[config.mk]
export PLATFORM = sky130hd
export DESIGN_NAME = pattern_step_sequencer
export DESIGN_NICKNAME = d
export VERILOG_FILES = /design/src/hdl/pss_pkg.sv /design/src/hdl/pss_ctrl.sv /design/src/hdl/pss_datapath.sv /design/src/hdl/pattern_step_sequencer.sv
export SDC_FILE = /design/constraint.sdc
export NUM_CORES = 2
export LEC_CHECK = 0
export ABC_AREA = 1
export BUFFER_PORTS_ARGS = -buffer_cell sky130_fd_sc_hd__buf_4
export CAP_MARGIN = 30
export CORE_ASPECT_RATIO = 1.75
export CORE_MARGIN = 1
export CORE_UTILIZATION = 50
export DETAILED_ROUTE_END_ITERATION = 8
export PLACE_DENSITY = 0.66
export SLEW_MARGIN = 20
export SYNTH_ARGS = -nofsm -noshare
export SYNTH_HDL_FRONTEND = slang
export SYNTH_SLANG_ARGS = --single-unit
[constraint.sdc]
create_clock -name aclk -period 5.6 [get_ports aclk]
set_input_delay 1.12 -clock aclk [delete_from_list [all_inputs] [get_ports aclk]]
set_output_delay 1.12 -clock aclk [all_outputs]
set_load 0.005 [all_outputs]
[src/hdl/pss_pkg.sv]
// Shared constants, request codes and controller command type for the step sequencer.
`timescale 1ns / 1ps

package pss_pkg;

    localparam int DEFAULT_ROWS = 64;
    localparam int CHANNELS = 3;

    localparam logic [7:0] SLOT_EMPTY = 8'hFF;
    localparam logic [7:0] SLOT_OFF = 8'hFE;
    localparam logic [6:0] PITCH_MAX = 7'd127;
    localparam logic [3:0] OCTAVE_RESET = 4'd5;

    localparam logic [3:0] REQ_DOWN = 4'd0;
    localparam logic [3:0] REQ_UP = 4'd1;
    localparam logic [3:0] REQ_LEFT = 4'd2;
    localparam logic [3:0] REQ_RIGHT = 4'd3;
    localparam logic [3:0] REQ_NOTE = 4'd4;
    localparam logic [3:0] REQ_RELEASE = 4'd5;
    localparam logic [3:0] REQ_REMOVE = 4'd6;
    localparam logic [3:0] REQ_NOTEOFF = 4'd7;
    localparam logic [3:0] REQ_PLAY = 4'd8;
    localparam logic [3:0] REQ_TICK = 4'd9;

    typedef struct packed {
        logic start;
        logic exec;
    } pss_cmd_t;

endpackage

[src/hdl/pss_ctrl.sv]
// Controller state machine that sequences the pattern read and the update of each word.
`timescale 1ns / 1ps

module pss_ctrl (
    input  logic            aclk,
    input  logic            aresetn,
    input  logic            s_valid,
    output logic            s_ready,
    output logic            m_valid,
    input  logic            m_ready,
    output pss_pkg::pss_cmd_t cmd
);

    typedef enum logic {
        ST_IDLE,
        ST_EXEC
    } state_t;

    state_t state_reg;
    state_t state_next;
    logic   m_valid_reg;
    logic   m_valid_next;
    logic   out_free;

    assign s_ready = (state_reg == ST_IDLE);
    assign m_valid = m_valid_reg;
    assign out_free = !m_valid_reg || m_ready;

    always_comb begin
        state_next = state_reg;
        m_valid_next = m_valid_reg && !m_ready;
        cmd.start = 1'b0;
        cmd.exec = 1'b0;
        unique case (state_reg)
            ST_IDLE: begin
                if (s_valid) begin
                    cmd.start = 1'b1;
                    state_next = ST_EXEC;
                end
            end
            ST_EXEC: begin
                if (out_free) begin
                    cmd.exec = 1'b1;
                    m_valid_next = 1'b1;
                    state_next = ST_IDLE;
                end
            end
            default: begin
                state_next = ST_IDLE;
            end
        endcase
    end

    always_ff @(posedge aclk) begin
        if (!aresetn) begin
            state_reg <= ST_IDLE;
            m_valid_reg <= 1'b0;
        end else begin
            state_reg <= state_next;
            m_valid_reg <= m_valid_next;
        end
    end

endmodule

[src/hdl/pss_datapath.sv]
// Datapath with the pattern memory, cursor, playhead, gate and pitch registers.
`timescale 1ns / 1ps

module pss_datapath #(
    parameter int ROWS = pss_pkg::DEFAULT_ROWS
) (
    input  logic              aclk,
    input  logic              aresetn,
    input  pss_pkg::pss_cmd_t cmd,
    input  logic [3:0]        s_req_type,
    input  logic [4:0]        s_note_offset,
    input  logic              cfg_valid,
    input  logic [3:0]        cfg_octave,
    output logic              m_gate_a,
    output logic              m_gate_b,
    output logic              m_gate_c,
    output logic [6:0]        m_pitch_a,
    output logic [6:0]        m_pitch_b,
    output logic [6:0]        m_pitch_c,
    output logic [5:0]        m_cursor_row,
    output logic [1:0]        m_cursor_channel,
    output logic              m_playing,
    output logic [5:0]        m_playhead_row
);

    localparam int RW = $clog2(ROWS);
    localparam logic [RW-1:0] LAST_ROW = RW'(ROWS - 1);

    logic [2:0][7:0] mem [ROWS];
    logic [ROWS-1:0] row_valid_reg;

    logic [RW-1:0]   row_reg, row_next;
    logic [1:0]      chan_reg, chan_next;
    logic            run_reg, run_next;
    logic [RW-1:0]   play_reg, play_next;
    logic [2:0]      gate_reg, gate_next;
    logic [6:0]      pitch_reg [3];
    logic [6:0]      pitch_next [3];
    logic [3:0]      octave_reg;

    logic [3:0]      req_reg;
    logic [4:0]      off_reg;
    logic [RW-1:0]   addr_reg;
    logic [2:0][7:0] rd_data_reg;
    logic            rd_valid_reg;

    logic [RW-1:0]   play_inc;
    logic [RW-1:0]   addr_in;
    logic [1:0]      ch;
    logic [2:0][7:0] cur_row;
    logic [2:0][7:0] wr_row;
    logic            wr_en;
    logic [7:0]      note_sum;
    logic [6:0]      note;

    assign play_inc = (play_reg == LAST_ROW) ? '0 : play_reg + 1'b1;
    assign addr_in = (s_req_type == pss_pkg::REQ_TICK) ? play_inc : row_reg;
    assign ch = (chan_reg == 2'd3) ? 2'd0 : chan_reg;
    assign cur_row = rd_valid_reg ? rd_data_reg : {3{pss_pkg::SLOT_EMPTY}};
    assign note_sum = 8'({octave_reg, 3'b000}) + 8'({octave_reg, 2'b00}) + 8'(off_reg);
    assign note = (note_sum > 8'(pss_pkg::PITCH_MAX)) ? pss_pkg::PITCH_MAX : note_sum[6:0];

    always_comb begin
        row_next = row_reg;
        chan_next = chan_reg;
        run_next = run_reg;
        play_next = play_reg;
        gate_next = gate_reg;
        pitch_next = pitch_reg;
        wr_en = 1'b0;
        wr_row = cur_row;
        case (req_reg)
            pss_pkg::REQ_DOWN: begin
                row_next = (row_reg == LAST_ROW) ? '0 : row_reg + 1'b1;
            end
            pss_pkg::REQ_UP: begin
                row_next = (row_reg == '0) ? LAST_ROW : row_reg - 1'b1;
            end
            pss_pkg::REQ_LEFT: begin
                chan_next = (ch == 2'd0) ? 2'd2 : ch - 2'd1;
            end
            pss_pkg::REQ_RIGHT: begin
                chan_next = (ch == 2'd2) ? 2'd0 : ch + 2'd1;
            end
            pss_pkg::REQ_NOTE: begin
                gate_next[ch] = 1'b1;
                pitch_next[ch] = note;
                wr_en = !run_reg;
                wr_row[ch] = {1'b0, note};
            end
            pss_pkg::REQ_RELEASE: begin
                gate_next[ch] = 1'b0;
            end
            pss_pkg::REQ_REMOVE: begin
                wr_en = 1'b1;
                wr_row[ch] = pss_pkg::SLOT_EMPTY;
            end
            pss_pkg::REQ_NOTEOFF: begin
                wr_en = 1'b1;
                wr_row[ch] = pss_pkg::SLOT_OFF;
            end
            pss_pkg::REQ_PLAY: begin
                play_next = LAST_ROW;
                gate_next = 3'b000;
                run_next = !run_reg;
            end
            pss_pkg::REQ_TICK: begin
                if (run_reg) begin
                    play_next = addr_reg;
                    for (int c = 0; c < pss_pkg::CHANNELS; c++) begin
                        if (cur_row[c] == pss_pkg::SLOT_OFF) begin
                            gate_next[c] = 1'b0;
                        end else if (cur_row[c] != pss_pkg::SLOT_EMPTY) begin
                            gate_next[c] = 1'b1;
                            pitch_next[c] = cur_row[c][6:0];
                        end
                    end
                end
            end
            default: begin
            end
        endcase
    end

    always_ff @(posedge aclk) begin
        if (cmd.start) begin
            rd_data_reg <= mem[addr_in];
            rd_valid_reg <= row_valid_reg[addr_in];
            req_reg <= s_req_type;
            off_reg <= s_note_offset;
            addr_reg <= addr_in;
        end
        if (cmd.exec && wr_en) begin
            mem[addr_reg] <= wr_row;
        end
    end

    always_ff @(posedge aclk) begin
        if (!aresetn) begin
            row_valid_reg <= '0;
            row_reg <= '0;
            chan_reg <= 2'd0;
            run_reg <= 1'b0;
            play_reg <= '0;
            gate_reg <= 3'b000;
            pitch_reg <= '{default: 7'd0};
            octave_reg <= pss_pkg::OCTAVE_RESET;
        end else begin
            if (cfg_valid) begin
                octave_reg <= cfg_octave;
            end
            if (cmd.exec) begin
                if (wr_en) begin
                    row_valid_reg[addr_reg] <= 1'b1;
                end
                row_reg <= row_next;
                chan_reg <= chan_next;
                run_reg <= run_next;
                play_reg <= play_next;
                gate_reg <= gate_next;
                pitch_reg <= pitch_next;
            end
        end
    end

    assign m_gate_a = gate_reg[0];
    assign m_gate_b = gate_reg[1];
    assign m_gate_c = gate_reg[2];
    assign m_pitch_a = pitch_reg[0];
    assign m_pitch_b = pitch_reg[1];
    assign m_pitch_c = pitch_reg[2];
    assign m_cursor_row = 6'(row_reg);
    assign m_cursor_channel = chan_reg;
    assign m_playing = run_reg;
    assign m_playhead_row = 6'(play_reg);

endmodule

[src/hdl/pattern_step_sequencer.sv]
// Top level of the three-channel pattern step sequencer.
//
//   Port group   Direction  Carries
//   s_*          in         one event word: request type and note offset
//   m_*          out        one state word per event: gates, pitches, cursor, playhead
//   cfg_*        in         octave register write
//
// Each event word is accepted in ST_IDLE, which reads its pattern row from the
// single-port pattern memory; ST_EXEC then writes the row back if the request edits it
// and loads the result. The next event word is accepted the cycle after that.
// After reset every pattern row reads as empty through per-row valid bits; no clearing pass.
// A result held by m_ready low keeps one accepted word waiting in ST_EXEC.
`timescale 1ns / 1ps

module pattern_step_sequencer #(
    parameter int ROWS = pss_pkg::DEFAULT_ROWS
) (
    input  logic       aclk,
    input  logic       aresetn,
    input  logic       s_valid,
    output logic       s_ready,
    input  logic [3:0] s_req_type,
    input  logic [4:0] s_note_offset,
    output logic       m_valid,
    input  logic       m_ready,
    output logic       m_gate_a,
    output logic       m_gate_b,
    output logic       m_gate_c,
    output logic [6:0] m_pitch_a,
    output logic [6:0] m_pitch_b,
    output logic [6:0] m_pitch_c,
    output logic [5:0] m_cursor_row,
    output logic [1:0] m_cursor_channel,
    output logic       m_playing,
    output logic [5:0] m_playhead_row,
    input  logic       cfg_valid,
    output logic       cfg_ready,
    input  logic [3:0] cfg_octave
);

    pss_pkg::pss_cmd_t cmd;

    assign cfg_ready = 1'b1;

    pss_ctrl u_ctrl (
        .aclk    (aclk),
        .aresetn (aresetn),
        .s_valid (s_valid),
        .s_ready (s_ready),
        .m_valid (m_valid),
        .m_ready (m_ready),
        .cmd     (cmd)
    );

    pss_datapath #(
        .ROWS (ROWS)
    ) u_datapath (
        .aclk             (aclk),
        .aresetn          (aresetn),
        .cmd              (cmd),
        .s_req_type       (s_req_type),
        .s_note_offset    (s_note_offset),
        .cfg_valid        (cfg_valid),
        .cfg_octave       (cfg_octave),
        .m_gate_a         (m_gate_a),
        .m_gate_b         (m_gate_b),
        .m_gate_c         (m_gate_c),
        .m_pitch_a        (m_pitch_a),
        .m_pitch_b        (m_pitch_b),
        .m_pitch_c        (m_pitch_c),
        .m_cursor_row     (m_cursor_row),
        .m_cursor_channel (m_cursor_channel),
        .m_playing        (m_playing),
        .m_playhead_row   (m_playhead_row)
    );

endmodule
==> flow_summary.yaml <==
run_status:
  status: "finished clean"
place:
  finalWeightedCongestion: 0.911
  dp.final_hpwl_microns: 134000
  io_buffer_count: 58
  place_inst: 8676
grt:
  antenna_found_initial: 7
  grt_pass1_vias: 50800
  grt_max_degree: 185
  grt.overflow.total: 0
  grt.total_usage_pct: 30.8
  grt_pass1_wl_microns: 338000
final_layout:
  final_cells: 8967
  fin_nets: 6882
  area_delta_synth_final_pct: 10.4
  drive_gt1_share_pct: 8.28
  largest_reg_flops: 1536
synth:
  synth_cells: 6894
  async_flop_share_pct: 0
  syn-cell-area_sq_um: 74700
  syn_avg_cell_area_sq_um: 10.8
  syn_nets: 6927
  ys_seq_elements: 1685
  synth_edf_count: 1576
  netlist.top_cell.by_area: "edfxtp_1"
  ys_seq_area_share_pct: 66.2
  synthTopCellsByArea: "edfxtp_1 63%, nand3_1 11%, nand3b_1 6.0%"
  synth_top_area_share_pct: 63.3
  synth_cell_types: 43
  synth_ff_type: "edfxtp_1"
  synth_warnings: 0
timing:
  finClkSkew_ns: 0.0338
  relSlewSlack_pct: 21.3
  tightest_slew_ns: 1.18
  setup-violations-final: 0
  fmax_ghz: 0.248
  min_period_ns: 4.04
  setup-tns-final_ns: 0
  period_share_pct: 72.1
  slew_viol_final: 0
  rsz0062_at_grt: "no"
  hold_viol_final: 0
detailed_routing:
  viasPerCell: 5.89
  wl_per_cell_microns: 26.0
  via_count: 52800
  routed_wl_microns: 233000
  route.detailed.drc: 0
  dr.pass1.iters: 6
  dr.first_iter.drc_count: 6581
  final_antenna_net_count: 0
die:
  die_y_microns: 513
  dieArea_sq_um: 151000
  die_w_microns: 294
  core-area_sq_um: 148000
  row_count: 187
  ios: 60
  initial_core_util_pct: 50.4
clock_tree:
  cts_tree: "yes"
  numClockSinks: 1685
  htreeDepth: 4
  cts_buffers: 153
  cts_resized: 0
  hold_buffers: 0
  root_buffer: "clkbuf_16"
  ctsLongestPathBuffers: 3
  postCtsSetupBuffers: 0
  clock_latency_ns: 0.82
  path_clk_slew_ns: 0.06
worst_setup_path:
  crit_chain: "fa_1 > ha_1 > fa_1 > inv_1 > o31ai_1 > buf_4 > nor2_1 > a22oi_2 > buf_4"
  critPathMaxStageDelay_ns: 0.86
  crit_arrival_ns: 4.52
  startpoint_type: "flop"
  worstPathRequired_ns: 6.08
  cp_max_fo: 48
  slowest_stage: "a22oi_2"
  critPathTopFamily: "compound AO/OA/AOI/OAI gates"
  end_kind: "flop"
  worst-path-buf-inv: 3
  path_class: "reg -> reg"
power:
  p_switching_w: 0.00642
  p_comb_share_pct: 7.3
  p_int_w: 0.0202
  switching_share_pct: 24.1
  p_leak_nw: 31.0
  ir_drop_uv: 324
  powerDensity_nw_per_um2: 323
  p_seq_share_pct: 52.6
  pwr-share-clk_pct: 40.2
run:
  max_cap_viol_count: 0
min_path:
  hold_class: "reg -> reg"
==> tightest hold or removal path, delay by kind of cell, from the launching register on <==
family          cells  cell delay [ns]
flops               1             0.30
buf+inv             1             0.05
compound gates      1             0.05
==> power groups by stage <==
| stage | Combinational, W | Sequential [W] | Clock (W) |
|---|---|---|---|
| 2_1_floorplan | 0.00101 | 0.0143 | 0 |
| 6_report | 0.00194 | 0.0140 | 0.0107 |
| 4_1_cts | 0.00189 | 0.0140 | 0.0108 |
| 5_1_grt | 0.00202 | 0.0140 | 0.0112 |
| 3_5_place_dp | 0.00188 | 0.0143 | 0 |
| 3_3_place_gp | 0.00186 | 0.0143 | 0 |
==> routing by layer <==
layer	part of all wire [%]	global-route usage, %	vias up
met5	0.016	0	-
met4	7.8	21.8	6
met3	8.6	5.02	576
met2	48	49.7	2775
met1	36	37.7	26100
li1	-	-	23400
==> synth_stat cells (2+ instances only) <==
master,count
nand2_1,1130
inv_1,993
buf_4,7
o21ai_2,3
dfxtp_1,109
o22ai_1,21
a21oi_1,39
nand3b_1,600
nor3_1,16
buf_6,56
a22oi_1,20
o211ai_1,2
ha_1,12
inv_2,6
nand4_1,5
fa_1,3
buf_1,21
xor2_1,3
nand3_1,1573
buf_8,5
buf_2,266
a31oi_1,14
nor2_1,242
or2_2,3
clkbuf_1,82
edfxtp_1,1576
o21a_1,14
o21ai_0,52
o31ai_1,5
o21ai_1,3
==> cells in the final DEF, fill, tap and decap left out, drive strengths merged, types with 2 or more instances in the layout <==
| master | count |
|---|---|
| nor3 | 16 |
| bufinv | 13 |
| or2 | 4 |
| nand4 | 5 |
| o22ai | 21 |
| edfxtp | 1576 |
| ha | 12 |
| o211ai | 2 |
| diode | 3 |
| o21ai | 58 |
| o21a | 14 |
| clkbuf | 196 |
| nand3b | 600 |
| fa | 3 |
| a21oi | 39 |
| o31ai | 5 |
| clkinvlp | 10 |
| a31oi | 14 |
| inv | 1009 |
| nand3 | 1574 |
| a22oi | 20 |
| dfxtp | 109 |
| clkinv | 58 |
| nor2 | 243 |
| buf | 237 |
| nand2 | 1131 |
| xor2 | 3 |
==> worst paths after layout <==
| path | start | end | slack (ns) | cells after the start |
|---|---|---|---|---|
| worst max-delay path | u_datapath.off_reg[3] | u_datapath.mem[33][19] | 1.56 | 9 |
| worst min-delay path | u_datapath.m_pitch_b[4] | u_datapath.m_pitch_b[4] | 0.45 | 2 |
| worst max register to register | u_datapath.off_reg[3] | u_datapath.mem[33][19] | 1.56 | 9 |
| worst min register to register | u_datapath.m_pitch_b[4] | u_datapath.m_pitch_b[4] | 0.45 | 2 |
==> final cells by class <==
cell class                 count  area, sq um
clock buffer                 196         4060
tap                         1984         2480
inverter                    1000         3780
clock inverter                90         1020
fill                       12400        65800
sequential                  1685        49500
timing repair buffer         237         2270
antenna                        3         7.51
multi-input combinational   3772        19400
==> kinds of logic (layout without fill, tap and decap cells) <==
kind of cell | count (synthesis) | in the layout | share of synthesized area, %
compound gates | 178 | 178 | 1.42
xor+xnor | 4 | 4 | 0.0469
fa+ha+maj | 15 | 15 | 0.281
buf+inv | 1437 | 1523 | 8.33
flops | 1685 | 1685 | 66.2
other cells | 1 | 4 | 0.00502
simple gates | 3574 | 3574 | 23.7
==> metrics by stage <==
stage	hold slack, ns	power, W	setup WS (ns)	utilization, %	cell area [sq um]
global placement	0.438	0.0161	0.923	52.2	77400
CTS	0.448	0.0266	1.63	55.6	82500
floorplan	0.431	0.0153	1.02	-	74700
detailed placement	0.440	0.0161	0.934	52.2	77400
global route	0.469	0.0272	1.43	55.6	82500
finish	0.446	0.0266	1.56	55.6	82500
No activity file was read; power rests on OpenSTA's default activity.
